--- src/rtl/core/emg_envelope_intent_classifier_macros.svh ---
// ----------------------------------------------------------------------------
// EMG envelope intent classifier: assertion macros
// Shared assertion wrappers; they expand to nothing when SYNTH is defined.
// ----------------------------------------------------------------------------
`ifndef EMG_ENVELOPE_INTENT_CLASSIFIER_MACROS_SVH
`define EMG_ENVELOPE_INTENT_CLASSIFIER_MACROS_SVH

`ifndef SYNTH
// Check on every rising edge, masked while reset is active.
`define EEIC_ASSERT(lbl, clk, rstn, prop) \
	lbl: assert property (@(posedge clk) disable iff (!rstn) prop) \
		else $error("eeic: assertion failed");
// Check on every rising edge, reset included.
`define EEIC_ASSERT_ALWAYS(lbl, clk, prop) \
	lbl: assert property (@(posedge clk) prop) \
		else $error("eeic: assertion failed");
`else
`define EEIC_ASSERT(lbl, clk, rstn, prop)
`define EEIC_ASSERT_ALWAYS(lbl, clk, prop)
`endif

`endif

--- src/rtl/core/eeic_pkg.sv ---
// ----------------------------------------------------------------------------
// eeic_pkg
// Types and fixed constants shared by the EMG envelope intent classifier.
// ----------------------------------------------------------------------------
package eeic_pkg;

	localparam int CODE_W    = 12;
	localparam int LEVEL_W   = 16;
	localparam int CFG_IDX_W = 4;
	localparam int CFG_DAT_W = 16;

	// Configuration register indexes
	localparam logic [CFG_IDX_W-1:0] REG_CENTER_CODE     = 4'd0;
	localparam logic [CFG_IDX_W-1:0] REG_FLEX_ON_LEVEL   = 4'd1;
	localparam logic [CFG_IDX_W-1:0] REG_FLEX_OFF_LEVEL  = 4'd2;
	localparam logic [CFG_IDX_W-1:0] REG_EXT_ON_LEVEL    = 4'd3;
	localparam logic [CFG_IDX_W-1:0] REG_EXT_OFF_LEVEL   = 4'd4;
	localparam logic [CFG_IDX_W-1:0] REG_FLEX_FULL_LEVEL = 4'd5;
	localparam logic [CFG_IDX_W-1:0] REG_FORCE_CEILING   = 4'd6;
	localparam logic [CFG_IDX_W-1:0] REG_DOUBLE_WINDOW   = 4'd7;

	typedef enum logic [1:0] {
		MOVE_REST,
		MOVE_CLOSE,
		MOVE_OPEN,
		MOVE_COCON
	} eeic_intent_t;

	typedef enum logic [3:0] {
		ST_IDLE,
		ST_FL_GO,
		ST_FL_WAIT,
		ST_EL_GO,
		ST_EL_WAIT,
		ST_CLS,
		ST_MUL,
		ST_FRC_GO,
		ST_FRC_WAIT,
		ST_DONE
	} eeic_state_t;

	typedef struct packed {
		logic [CODE_W-1:0]  center_code;
		logic [LEVEL_W-1:0] flex_on_level;
		logic [LEVEL_W-1:0] flex_off_level;
		logic [LEVEL_W-1:0] ext_on_level;
		logic [LEVEL_W-1:0] ext_off_level;
		logic [LEVEL_W-1:0] flex_full_level;
		logic [LEVEL_W-1:0] force_ceiling;
		logic [LEVEL_W-1:0] double_window_frames;
	} eeic_cfg_t;

	typedef struct packed {
		eeic_intent_t intent;
		logic         fired;
	} eeic_decision_t;

endpackage

--- src/rtl/core/eeic_if.sv ---
// ----------------------------------------------------------------------------
// eeic channel interfaces
// Valid/ready channels for sample words, result words and register writes.
// ----------------------------------------------------------------------------
interface eeic_in_if;
	logic                       valid;
	logic                       ready;
	logic                       command;
	logic [eeic_pkg::CODE_W-1:0] code_flex;
	logic [eeic_pkg::CODE_W-1:0] code_ext;

	modport source (output valid, command, code_flex, code_ext, input ready);
	modport sink   (input valid, command, code_flex, code_ext, output ready);
endinterface

interface eeic_out_if;
	logic                        valid;
	logic                        ready;
	logic [1:0]                  intent;
	logic [eeic_pkg::LEVEL_W-1:0] force_value;
	logic                        double_fired;
	logic [eeic_pkg::LEVEL_W-1:0] flex_level;
	logic [eeic_pkg::LEVEL_W-1:0] ext_level;

	modport source (output valid, intent, force_value, double_fired, flex_level,
		ext_level, input ready);
	modport sink   (input valid, intent, force_value, double_fired, flex_level,
		ext_level, output ready);
endinterface

interface eeic_cfg_if;
	logic                          valid;
	logic                          ready;
	logic [eeic_pkg::CFG_IDX_W-1:0] index;
	logic [eeic_pkg::CFG_DAT_W-1:0] data;

	modport source (output valid, index, data, input ready);
	modport sink   (input valid, index, data, output ready);
endinterface

--- src/rtl/core/eeic_cfg_regs.sv ---
// ----------------------------------------------------------------------------
// eeic_cfg_regs
// Configuration register file; takes one write word per cycle.
// ----------------------------------------------------------------------------
module eeic_cfg_regs (
	input  logic               clk,
	input  logic               arst_n,
	eeic_cfg_if.sink           cfg,
	output eeic_pkg::eeic_cfg_t regs
);
	import eeic_pkg::*;

	eeic_cfg_t regs_q;

	assign cfg.ready = 1'b1;
	assign regs      = regs_q;

	always_ff @(posedge clk or negedge arst_n) begin
		if (!arst_n) begin
			regs_q.center_code          <= 12'd1861;
			regs_q.flex_on_level        <= 16'd3200;
			regs_q.flex_off_level       <= 16'd2000;
			regs_q.ext_on_level         <= 16'd3200;
			regs_q.ext_off_level        <= 16'd2000;
			regs_q.flex_full_level      <= 16'd16000;
			regs_q.force_ceiling        <= 16'd65535;
			regs_q.double_window_frames <= 16'd50;
		end else if (cfg.valid) begin
			case (cfg.index)
				REG_CENTER_CODE:     regs_q.center_code          <= cfg.data[CODE_W-1:0];
				REG_FLEX_ON_LEVEL:   regs_q.flex_on_level        <= cfg.data;
				REG_FLEX_OFF_LEVEL:  regs_q.flex_off_level       <= cfg.data;
				REG_EXT_ON_LEVEL:    regs_q.ext_on_level         <= cfg.data;
				REG_EXT_OFF_LEVEL:   regs_q.ext_off_level        <= cfg.data;
				REG_FLEX_FULL_LEVEL: regs_q.flex_full_level      <= cfg.data;
				REG_FORCE_CEILING:   regs_q.force_ceiling        <= cfg.data;
				REG_DOUBLE_WINDOW:   regs_q.double_window_frames <= cfg.data;
				default: begin
					// drop writes to unmapped indexes
				end
			endcase
		end
	end

endmodule

--- src/rtl/core/eeic_divider.sv ---
// ----------------------------------------------------------------------------
// eeic_divider
// Shared restoring divider: one quotient bit per cycle.
// ----------------------------------------------------------------------------
`include "emg_envelope_intent_classifier_macros.svh"

module eeic_divider #(
	parameter int DVD_W = 32,
	parameter int DVS_W = 16
) (
	input  logic             clk,
	input  logic             arst_n,
	input  logic             start,
	input  logic [DVD_W-1:0] dividend,
	input  logic [DVS_W-1:0] divisor,
	output logic             busy,
	output logic             done,
	output logic [DVD_W-1:0] quotient
);
	localparam int STEP_W = $clog2(DVD_W + 1);

	logic [DVD_W-1:0]  dvd_q;
	logic [DVS_W-1:0]  dvs_q;
	logic [DVS_W-1:0]  rem_q;
	logic [STEP_W-1:0] step_q;
	logic              busy_q;
	logic              done_q;

	logic [DVS_W:0]    trial;
	logic              fits;
	logic [DVS_W:0]    trial_sub;

	assign trial     = {rem_q, dvd_q[DVD_W-1]};
	assign fits      = trial >= {1'b0, dvs_q};
	assign trial_sub = trial - {1'b0, dvs_q};

	assign busy     = busy_q;
	assign done     = done_q;
	assign quotient = dvd_q;

	always_ff @(posedge clk or negedge arst_n) begin
		if (!arst_n) begin
			busy_q <= 1'b0;
			done_q <= 1'b0;
			step_q <= '0;
		end else begin
			done_q <= 1'b0;
			if (start) begin
				busy_q <= 1'b1;
				step_q <= STEP_W'(DVD_W);
			end else if (busy_q) begin
				step_q <= step_q - 1'b1;
				if (step_q == STEP_W'(1)) begin
					busy_q <= 1'b0;
					done_q <= 1'b1;
				end
			end
		end
	end

	always_ff @(posedge clk) begin
		if (start) begin
			dvd_q <= dividend;
			dvs_q <= divisor;
			rem_q <= '0;
		end else if (busy_q) begin
			// shift the next dividend bit in, subtract when the divisor fits
			rem_q <= fits ? trial_sub[DVS_W-1:0] : trial[DVS_W-1:0];
			dvd_q <= {dvd_q[DVD_W-2:0], fits};
		end
	end

	`EEIC_ASSERT(a_no_start_busy, clk, arst_n, start |-> !busy_q)
	`EEIC_ASSERT(a_done_after_busy, clk, arst_n, done_q |-> $past(busy_q))
	`EEIC_ASSERT(a_busy_from_start, clk, arst_n, $rose(busy_q) |-> $past(start))

endmodule

--- src/rtl/core/eeic_intent.sv ---
// ----------------------------------------------------------------------------
// eeic_intent
// Hysteresis classifier, debounce and double co-contraction detector.
// ----------------------------------------------------------------------------
module eeic_intent (
	input  logic                           clk,
	input  logic                           arst_n,
	input  logic                           update,
	input  logic [eeic_pkg::LEVEL_W-1:0]   flex_level,
	input  logic [eeic_pkg::LEVEL_W-1:0]   ext_level,
	input  eeic_pkg::eeic_cfg_t            regs,
	output eeic_pkg::eeic_decision_t       decision
);
	import eeic_pkg::*;

	localparam logic [2:0] AGREE_MAX = 3'd5;
	localparam logic [2:0] RUN_REST  = 3'd5;
	localparam logic [2:0] RUN_MOVE  = 3'd3;

	eeic_intent_t       cur_q, cand_q, raw, cur_nx;
	logic [2:0]         agree_q, agree_nx;
	logic               was_q, armed_q, armed_nx;
	logic [LEVEL_W-1:0] fso_q, fso_inc, fso_nx;
	logic               fh, eh, fq, eq, now_cocon, onset, fire;
	eeic_decision_t     dec_q;

	assign decision = dec_q;

	always_comb begin
		fh = flex_level > regs.flex_on_level;
		eh = ext_level > regs.ext_on_level;
		fq = flex_level < regs.flex_off_level;
		eq = ext_level < regs.ext_off_level;
		if (fh && eh)
			raw = MOVE_COCON;
		else if (fh)
			raw = MOVE_CLOSE;
		else if (eh)
			raw = MOVE_OPEN;
		else if (fq && eq)
			raw = MOVE_REST;
		else
			raw = cur_q;

		// agreement run saturates at the longest debounce length
		if (raw == cand_q)
			agree_nx = (agree_q == AGREE_MAX) ? agree_q : agree_q + 3'd1;
		else
			agree_nx = 3'd1;
		cur_nx = (agree_nx >= ((raw == MOVE_REST) ? RUN_REST : RUN_MOVE)) ? raw : cur_q;

		fso_inc   = (fso_q == '1) ? fso_q : fso_q + 1'b1;
		now_cocon = cur_nx == MOVE_COCON;
		onset     = now_cocon && !was_q;
		fire      = onset && armed_q && (fso_inc < regs.double_window_frames);
		armed_nx  = onset ? !fire : armed_q;
		fso_nx    = (onset && !fire) ? '0 : fso_inc;
	end

	always_ff @(posedge clk or negedge arst_n) begin
		if (!arst_n) begin
			cur_q   <= MOVE_REST;
			cand_q  <= MOVE_REST;
			agree_q <= '0;
			was_q   <= 1'b0;
			armed_q <= 1'b0;
			fso_q   <= '0;
			dec_q   <= '{intent: MOVE_REST, fired: 1'b0};
		end else if (update) begin
			cur_q   <= cur_nx;
			cand_q  <= raw;
			agree_q <= agree_nx;
			was_q   <= now_cocon;
			armed_q <= armed_nx;
			fso_q   <= fso_nx;
			dec_q   <= '{intent: cur_nx, fired: fire};
		end
	end

endmodule

--- src/rtl/core/emg_envelope_intent_classifier.sv ---
// ----------------------------------------------------------------------------
// emg_envelope_intent_classifier
// Mean absolute value envelope per EMG channel, hysteresis intent classifier
// with debounce, linear force map and double co-contraction detection.
// ----------------------------------------------------------------------------
//
// Channel     Dir  Word                                              Accepted when
// sample_in   in   command, code_flex, code_ext                      valid && ready
// result_out  out  intent, force_value, double_fired, flex/ext level valid && ready
// cfg         in   index, data (register write)                      valid && ready
//
// Sample words may follow back to back while idle.
// A frame word runs three divisions on one shared restoring divider with a
// DVD_W-bit dividend (DVD_W = max(sum width + FRAC_BITS, 32), 32 at
// defaults), fewer when the frame is empty or the force clamps. Reset clears
// sums, count, intent state and result valid; registers take their reset
// values. A held result stalls only the end of the next frame.
//
`include "emg_envelope_intent_classifier_macros.svh"

module emg_envelope_intent_classifier #(
	parameter int MAX_SAMPLES = 1024,
	parameter int FRAC_BITS   = 4
) (
	input  logic      clk,
	input  logic      arst_n,
	eeic_in_if.sink   sample_in,
	eeic_out_if.source result_out,
	eeic_cfg_if.sink  cfg
);
	import eeic_pkg::*;

	localparam int CNT_W = $clog2(MAX_SAMPLES + 1);
	localparam int SUM_W = CODE_W + CNT_W;
	localparam int LVL_W = SUM_W + FRAC_BITS;
	localparam int DVD_W = (LVL_W > 32) ? LVL_W : 32;
	localparam int DVS_W = (CNT_W > LEVEL_W) ? CNT_W : LEVEL_W;

	eeic_cfg_t      regs;
	eeic_decision_t decision;
	eeic_state_t    state_q, state_nx;

	// accumulators and frame results
	logic [SUM_W-1:0]   fsum_q, esum_q;
	logic [CNT_W-1:0]   cnt_q;
	logic [LEVEL_W-1:0] fl_q, el_q, frc_q;
	logic [31:0]        prod_q;

	// result register
	logic               out_valid_q;
	eeic_intent_t       out_intent_q;
	logic [LEVEL_W-1:0] out_force_q, out_fl_q, out_el_q;
	logic               out_fired_q;

	// shared divider
	logic             div_start, div_busy, div_done;
	logic [DVD_W-1:0] div_dvd, div_quo;
	logic [DVS_W-1:0] div_dvs;
	logic [LEVEL_W-1:0] div_level;

	logic               in_fire, is_frame, is_sample, out_free;
	logic [CODE_W-1:0]  dev_flex, dev_ext;
	logic               frc_zero, frc_full, cls_upd;

	eeic_cfg_regs u_cfg (
		.clk    (clk),
		.arst_n (arst_n),
		.cfg    (cfg),
		.regs   (regs)
	);

	eeic_divider #(
		.DVD_W (DVD_W),
		.DVS_W (DVS_W)
	) u_div (
		.clk      (clk),
		.arst_n   (arst_n),
		.start    (div_start),
		.dividend (div_dvd),
		.divisor  (div_dvs),
		.busy     (div_busy),
		.done     (div_done),
		.quotient (div_quo)
	);

	eeic_intent u_intent (
		.clk        (clk),
		.arst_n     (arst_n),
		.update     (cls_upd),
		.flex_level (fl_q),
		.ext_level  (el_q),
		.regs       (regs),
		.decision   (decision)
	);

	assign in_fire   = sample_in.valid && sample_in.ready;
	assign is_frame  = in_fire && sample_in.command;
	assign is_sample = in_fire && !sample_in.command;
	assign out_free  = !out_valid_q || result_out.ready;

	// rectify around the programmed midpoint
	assign dev_flex = (sample_in.code_flex >= regs.center_code) ?
		sample_in.code_flex - regs.center_code : regs.center_code - sample_in.code_flex;
	assign dev_ext  = (sample_in.code_ext >= regs.center_code) ?
		sample_in.code_ext - regs.center_code : regs.center_code - sample_in.code_ext;

	// saturate a mean quotient to the level width
	assign div_level = (|div_quo[DVD_W-1:LEVEL_W]) ? '1 : div_quo[LEVEL_W-1:0];

	// force clamps, decided on the flex level alone
	assign frc_zero = fl_q <= regs.flex_on_level;
	assign frc_full = (regs.flex_full_level <= regs.flex_on_level) ||
		(fl_q >= regs.flex_full_level);

	// ---- sequencer: next state ----
	always_comb begin
		state_nx = state_q;
		case (state_q)
			ST_IDLE: begin
				if (is_frame)
					state_nx = (cnt_q == '0) ? ST_CLS : ST_FL_GO;
			end
			ST_FL_GO:   state_nx = ST_FL_WAIT;
			ST_FL_WAIT: begin
				if (div_done)
					state_nx = ST_EL_GO;
			end
			ST_EL_GO:   state_nx = ST_EL_WAIT;
			ST_EL_WAIT: begin
				if (div_done)
					state_nx = ST_CLS;
			end
			ST_CLS:     state_nx = (frc_zero || frc_full) ? ST_DONE : ST_MUL;
			ST_MUL:     state_nx = ST_FRC_GO;
			ST_FRC_GO:  state_nx = ST_FRC_WAIT;
			ST_FRC_WAIT: begin
				if (div_done)
					state_nx = ST_DONE;
			end
			ST_DONE: begin
				if (out_free)
					state_nx = ST_IDLE;
			end
			default:    state_nx = ST_IDLE;
		endcase
	end

	// ---- sequencer: outputs ----
	always_comb begin
		sample_in.ready = 1'b0;
		div_start       = 1'b0;
		div_dvd         = DVD_W'(prod_q);
		div_dvs         = DVS_W'(regs.flex_full_level - regs.flex_on_level);
		cls_upd         = 1'b0;
		case (state_q)
			ST_IDLE:  sample_in.ready = 1'b1;
			ST_FL_GO: begin
				div_start = 1'b1;
				div_dvd   = DVD_W'(fsum_q) << FRAC_BITS;
				div_dvs   = DVS_W'(cnt_q);
			end
			ST_EL_GO: begin
				div_start = 1'b1;
				div_dvd   = DVD_W'(esum_q) << FRAC_BITS;
				div_dvs   = DVS_W'(cnt_q);
			end
			ST_CLS:    cls_upd   = 1'b1;
			ST_FRC_GO: div_start = 1'b1;
			default: begin
				// hold defaults
			end
		endcase
	end

	always_ff @(posedge clk or negedge arst_n) begin
		if (!arst_n)
			state_q <= ST_IDLE;
		else
			state_q <= state_nx;
	end

	// accumulate samples; ignore them once the frame is full, clear after use
	always_ff @(posedge clk or negedge arst_n) begin
		if (!arst_n) begin
			fsum_q <= '0;
			esum_q <= '0;
			cnt_q  <= '0;
		end else if (state_q == ST_CLS) begin
			fsum_q <= '0;
			esum_q <= '0;
			cnt_q  <= '0;
		end else if (is_sample && (cnt_q < CNT_W'(MAX_SAMPLES))) begin
			fsum_q <= fsum_q + SUM_W'(dev_flex);
			esum_q <= esum_q + SUM_W'(dev_ext);
			cnt_q  <= cnt_q + 1'b1;
		end
	end

	// frame datapath
	always_ff @(posedge clk) begin
		if (is_frame) begin
			fl_q <= '0;
			el_q <= '0;
		end
		if (state_q == ST_FL_WAIT && div_done)
			fl_q <= div_level;
		if (state_q == ST_EL_WAIT && div_done)
			el_q <= div_level;
		if (state_q == ST_CLS)
			frc_q <= frc_zero ? '0 : regs.force_ceiling;
		if (state_q == ST_MUL)
			prod_q <= {16'd0, fl_q - regs.flex_on_level} * {16'd0, regs.force_ceiling};
		if (state_q == ST_FRC_WAIT && div_done)
			frc_q <= div_quo[LEVEL_W-1:0];
	end

	// result register: free the input side while a result waits
	always_ff @(posedge clk or negedge arst_n) begin
		if (!arst_n)
			out_valid_q <= 1'b0;
		else if (state_q == ST_DONE && out_free)
			out_valid_q <= 1'b1;
		else if (result_out.ready)
			out_valid_q <= 1'b0;
	end

	always_ff @(posedge clk) begin
		if (state_q == ST_DONE && out_free) begin
			out_intent_q <= decision.intent;
			out_fired_q  <= decision.fired;
			out_force_q  <= frc_q;
			out_fl_q     <= fl_q;
			out_el_q     <= el_q;
		end
	end

	assign result_out.valid        = out_valid_q;
	assign result_out.intent       = out_intent_q;
	assign result_out.force_value  = out_force_q;
	assign result_out.double_fired = out_fired_q;
	assign result_out.flex_level   = out_fl_q;
	assign result_out.ext_level    = out_el_q;

	`EEIC_ASSERT_ALWAYS(a_no_result_in_reset, clk, !arst_n |=> !out_valid_q)
	`EEIC_ASSERT(a_cnt_bound, clk, arst_n, cnt_q <= CNT_W'(MAX_SAMPLES))
	`EEIC_ASSERT(a_result_from_done, clk, arst_n, $rose(out_valid_q) |-> $past(state_q == ST_DONE))
	`EEIC_ASSERT(a_frame_clears, clk, arst_n, (state_q == ST_CLS) |=> (cnt_q == '0))
	`EEIC_ASSERT(a_div_idle, clk, arst_n, (state_q == ST_IDLE) |-> !div_busy)

endmodule
--- src/flat_wrapper.sv ---
// flat-port wrapper written by rule: the top's interface ports become plain ports
module emg_envelope_intent_classifier_flat import eeic_pkg::*;
#(
	parameter int MAX_SAMPLES = 1024,
	parameter int FRAC_BITS   = 4
)
  (clk, arst_n, sample_in_valid, sample_in_command, sample_in_code_flex, sample_in_code_ext, sample_in_ready, result_out_valid, result_out_intent, result_out_force_value, result_out_double_fired, result_out_flex_level, result_out_ext_level, result_out_ready, cfg_valid, cfg_index, cfg_data, cfg_ready);
  eeic_in_if sample_in_i ();
  eeic_out_if result_out_i ();
  eeic_cfg_if cfg_i ();
  input  logic clk;
  input  logic arst_n;
  input wire logic [$bits(sample_in_i.valid)-1:0] sample_in_valid;
  input wire logic [$bits(sample_in_i.command)-1:0] sample_in_command;
  input wire logic [$bits(sample_in_i.code_flex)-1:0] sample_in_code_flex;
  input wire logic [$bits(sample_in_i.code_ext)-1:0] sample_in_code_ext;
  output wire logic [$bits(sample_in_i.ready)-1:0] sample_in_ready;
  output wire logic [$bits(result_out_i.valid)-1:0] result_out_valid;
  output wire logic [$bits(result_out_i.intent)-1:0] result_out_intent;
  output wire logic [$bits(result_out_i.force_value)-1:0] result_out_force_value;
  output wire logic [$bits(result_out_i.double_fired)-1:0] result_out_double_fired;
  output wire logic [$bits(result_out_i.flex_level)-1:0] result_out_flex_level;
  output wire logic [$bits(result_out_i.ext_level)-1:0] result_out_ext_level;
  input wire logic [$bits(result_out_i.ready)-1:0] result_out_ready;
  input wire logic [$bits(cfg_i.valid)-1:0] cfg_valid;
  input wire logic [$bits(cfg_i.index)-1:0] cfg_index;
  input wire logic [$bits(cfg_i.data)-1:0] cfg_data;
  output wire logic [$bits(cfg_i.ready)-1:0] cfg_ready;
  assign sample_in_i.valid = sample_in_valid;
  assign sample_in_i.command = sample_in_command;
  assign sample_in_i.code_flex = sample_in_code_flex;
  assign sample_in_i.code_ext = sample_in_code_ext;
  assign sample_in_ready = sample_in_i.ready;
  assign result_out_valid = result_out_i.valid;
  assign result_out_intent = result_out_i.intent;
  assign result_out_force_value = result_out_i.force_value;
  assign result_out_double_fired = result_out_i.double_fired;
  assign result_out_flex_level = result_out_i.flex_level;
  assign result_out_ext_level = result_out_i.ext_level;
  assign result_out_i.ready = result_out_ready;
  assign cfg_i.valid = cfg_valid;
  assign cfg_i.index = cfg_index;
  assign cfg_i.data = cfg_data;
  assign cfg_ready = cfg_i.ready;
  emg_envelope_intent_classifier #(.MAX_SAMPLES(MAX_SAMPLES), .FRAC_BITS(FRAC_BITS)) u_core (.clk(clk), .arst_n(arst_n), .sample_in(sample_in_i), .result_out(result_out_i), .cfg(cfg_i));
endmodule
--- config.mk ---
export PLATFORM = sky130hd
export DESIGN_NAME = emg_envelope_intent_classifier_flat
export DESIGN_NICKNAME = d
export VERILOG_FILES = /design/src/rtl/core/eeic_pkg.sv /design/src/rtl/core/eeic_if.sv /design/src/rtl/core/eeic_cfg_regs.sv /design/src/rtl/core/eeic_divider.sv /design/src/rtl/core/eeic_intent.sv /design/src/rtl/core/emg_envelope_intent_classifier.sv /design/src/flat_wrapper.sv
export VERILOG_INCLUDE_DIRS = /design/src /design/src/rtl/core
export SDC_FILE = /design/constraint.sdc
export NUM_CORES = 2
export LEC_CHECK = 0
export ABC_AREA = 1
export BUFFER_PORTS_ARGS = -buffer_cell sky130_fd_sc_hd__buf_4
export CELL_PAD_IN_SITES_DETAIL_PLACEMENT = 1
export CELL_PAD_IN_SITES_GLOBAL_PLACEMENT = 2
export CORE_MARGIN = 2
export CORE_UTILIZATION = 35
export CTS_CLUSTER_SIZE = 10
export DETAILED_ROUTE_END_ITERATION = 7
export PLACE_DENSITY_LB_ADDON = 0.1
export SYNTH_ARGS = -nofsm -noshare
export SYNTH_HDL_FRONTEND = slang
export SYNTH_HIERARCHICAL = 1
export SYNTH_SLANG_ARGS = --single-unit
--- constraint.sdc ---
create_clock -name clk -period 14.45 [get_ports clk]
set_input_delay 1.445 -clock clk [delete_from_list [all_inputs] [get_ports clk]]
set_output_delay 1.445 -clock clk [all_outputs]
set_load 0.03 [all_outputs]
==> summary.txt <==
Floorplan
  • IO Count: 104
  • Core Region: 100,000 sq um
  • Total Die Area: 103,000 sq um
  • Die H: 322 um
  • Cell Rows: 116
  • Initial Util: 35.3%
  • Die Wd: 322 um

Clock tree
  • Setup bufs post-CTS: 0
  • Clk root buf: clkbuf_16
  • # clock sinks: 415
  • Clk Latency, worst-skew pair: 0.64 ns
  • Post-cts sizing count: 0
  • Worst-path clk slew: 0.06 ns
  • Post-CTS Hold Buffers: 0
  • Max clock buf depth: 3
  • CTS tree: yes
  • Total CTS buffers: 54
  • Htree depth: 2

Setup path
  • Element type at the critical path end: register
  • CP max stage cell: fa_1
  • Crit Path Max Fanout: 11
  • Setup CP Type: reg2reg
  • Crit path DAT: 8.04 ns
  • Required @ worst endpoint: 14.80 ns
  • Crit start category: register
  • Worst path max stage delay: 0.55 ns

Final layout
  • Layout cell share with drive strength beyond 1: 8.07%
  • Design area: 39,100 sq um
  • Area Overhead vs Synth: 10.8%
  • Nets: 5,141

Routing
  • Drt initial violations: 1,721
  • DRC: 0
  • DRT antenna net count: 0
  • Via density: 4.99
  • DR vias: 29,500
  • Initial DRT Pass Iterations: 5
  • Drt wl/cell: 21.1 um
  • Final WL: 125,000 um

STA
  • Clk_skew: 0.0441 ns
  • Pins Over Slew Limit: 0
  • Fin crit share: 53.3%
  • Final min period: 7.70 ns
  • Highest Clock Rate: 130 MHz
  • Unrepaired setup endpoints after global routing: false
  • Least-Margin Pin Slew: 1.16 ns
  • Slew margin rel.: 22.3%
  • # setup viols final: 0
  • Sum Neg Setup Slack: 0 ns
  • Hold Fails Final Rpt: 0

Global route
  • Number of global-route vias before repair: 31,200
  • Number of antenna violations at the first check in global routing: 2
  • Largest net degree at the start of global routing: 91
  • First-pass GRT wire length: 192,000 um
  • GRT Total Usage: 24.4%
  • Global route overflow: 0

Logic synthesis
  • Post-Syn Area: 35,300 sq um
  • EDFF count, synth: 179
  • Flops & latches, synth: 415
  • Async set or reset register ratio after synthesis: 53.0%
  • Mean post-synth cell area: 7.84 sq um
  • Cell variety after synth: 66
  • Cells after synthesis: 4,508
  • Sequential area share after synthesis: 31.9%
  • Syn_nets: 5,085
  • Warnings, synthesis: 6
  • Predominant post-synthesis flop cell: edfxtp_1

Run
  • Max Cap Viol: 0

Hold path
  • Hold Path Class: reg2reg

Run status
  • Outcome: completed

Placement
  • Routability cong.: 0.869
  • Detailed placer's ending HPWL: 97,300 um
  • Placed cell areas: 37,400 sq um
  • Port Buffer Count: 102
-- registers in the layout, summed over array words and instances (netlist names), 3 cells and up --
register,count
u_core/state_q,4
u_core/u_intent/agree_q,3
u_core/result_out.force_value,16
u_core/esum_q,23
u_core/result_out.ext_level,16
u_core/prod_q,32
u_core/cnt_q,11
u_core/el_q,16
u_core/frc_q,16
u_core/u_cfg/regs,124
u_core/fl_q,16
u_core/fsum_q,23
u_core/u_intent/decision,3
u_core/u_div/quotient,32
u_core/u_div/step_q,6
u_core/u_div/dvs_q,16
u_core/u_intent/fso_q,16
u_core/result_out.flex_level,16
u_core/u_div/rem_q,16
-- worst max-delay path: cells and delay by family (launching register included) --
kind / cells / cell delay, ns
buffers and inverters: 5 / 0.56
adders and majority gates: 9 / 4.03
and+or+nand+nor: 12 / 1.82
DFF: 1 / 0.41
xor gates and xnor gates: 1 / 0.16
AOI/OAI and AO/OA: 3 / 0.43
-- cell type report --
type | instances | area (sq um)
antenna | 2 | 5.00
tap | 1298 | 1620
timing repair buffer | 126 | 953
multi-input combinational | 3125 | 20400
clock inverter | 14 | 161
fill | 12200 | 60900
inverter | 842 | 3160
clock buffer | 88 | 1620
sequential | 415 | 11300
-- synthesized netlist by cell type (25+ instances only) --
cell	count	area (sq um)
o21bai_1	29	218
dfstp_2	49	1290
inv_1	821	3080
buf_2	36	180
nor3_1	33	165
fa_1	203	4060
nand2_2	36	225
edfxtp_1	179	5380
nor2_1	320	1200
a21oi_1	212	1060
ha_1	324	4050
o21ai_0	162	811
xor2_1	75	657
nand2_1	1217	4570
dfrtp_1	171	4280
nand3_1	221	1110
nand4_1	71	444
clkbuf_1	71	267
xnor2_1	25	219
-- placed cells by master, fill, tap and decap left out, types with 159 or more instances in the layout --
| cell type | instances |
|---|---|
| a21oi_1 | 212 |
| dfrtp_1 | 171 |
| edfxtp_1 | 179 |
| fa_1 | 203 |
| ha_1 | 324 |
| inv_1 | 821 |
| nand2_1 | 1217 |
| nand3_1 | 221 |
| nor2_1 | 318 |
| o21ai_0 | 159 |
-- worst paths after layout --
path | start | end | slack [ns] | depth (start not counted)
worst max register to register | u_core/u_cfg/regs[96] | u_core/prod_q[30] | 6.75 | 30
max in group asynchronous | arst_n | u_core/u_intent/fso_q[9] | 12.05 | 2
min in group asynchronous | arst_n | u_core/u_cfg/regs[65] | 0.82 | 1
worst max-delay path | u_core/u_cfg/regs[96] | u_core/prod_q[30] | 6.75 | 30
worst min-delay path | u_core/frc_q[6] | u_core/result_out.force_value[6] | 0.43 | 0
worst min register to register | u_core/frc_q[6] | u_core/result_out.force_value[6] | 0.43 | 0
-- stage by stage --
stage / instances / utilization (%) / hold slack (ns) / setup slack [ns]
final: 5910 / 39.1 / 0.430 / 6.75
after global routing: 5908 / 39.1 / 0.451 / 6.23
after CTS: 5908 / 39.1 / 0.435 / 6.68
after detailed placement: 5806 / 37.4 / 0.406 / 6.76
after global placement: 5806 / 37.4 / 0.404 / 6.92
after floorplan: 4508 / - / 0.400 / 7.78
-- cell families after synthesis --
kind of cell / count (synthesis) / synth area share, %
XOR/XNOR: 100 / 2.48
flip-flops: 415 / 31.9
AO/OA/AOI/OAI: 507 / 8.11
buffers and inverters: 968 / 10.6
other: 1 / 0.0106
adder cells (fa/ha/maj): 527 / 23.0
AND/OR/NAND/NOR: 1990 / 23.9
-- layer usage --
layer / vias to the layer above / wire (um) / global-route usage, %
met5: - / 0 / 0
met4: 0 / 4480 / 8.15
met3: 177 / 4990 / 2.72
met2: 537 / 57100 / 39.5
met1: 14500 / 58200 / 33.8
li1: 14300 / - / -
Power is left out: the tool's default activity adds up to more than one toggle a clock period on the data nets, which glitch-free logic cannot reach.
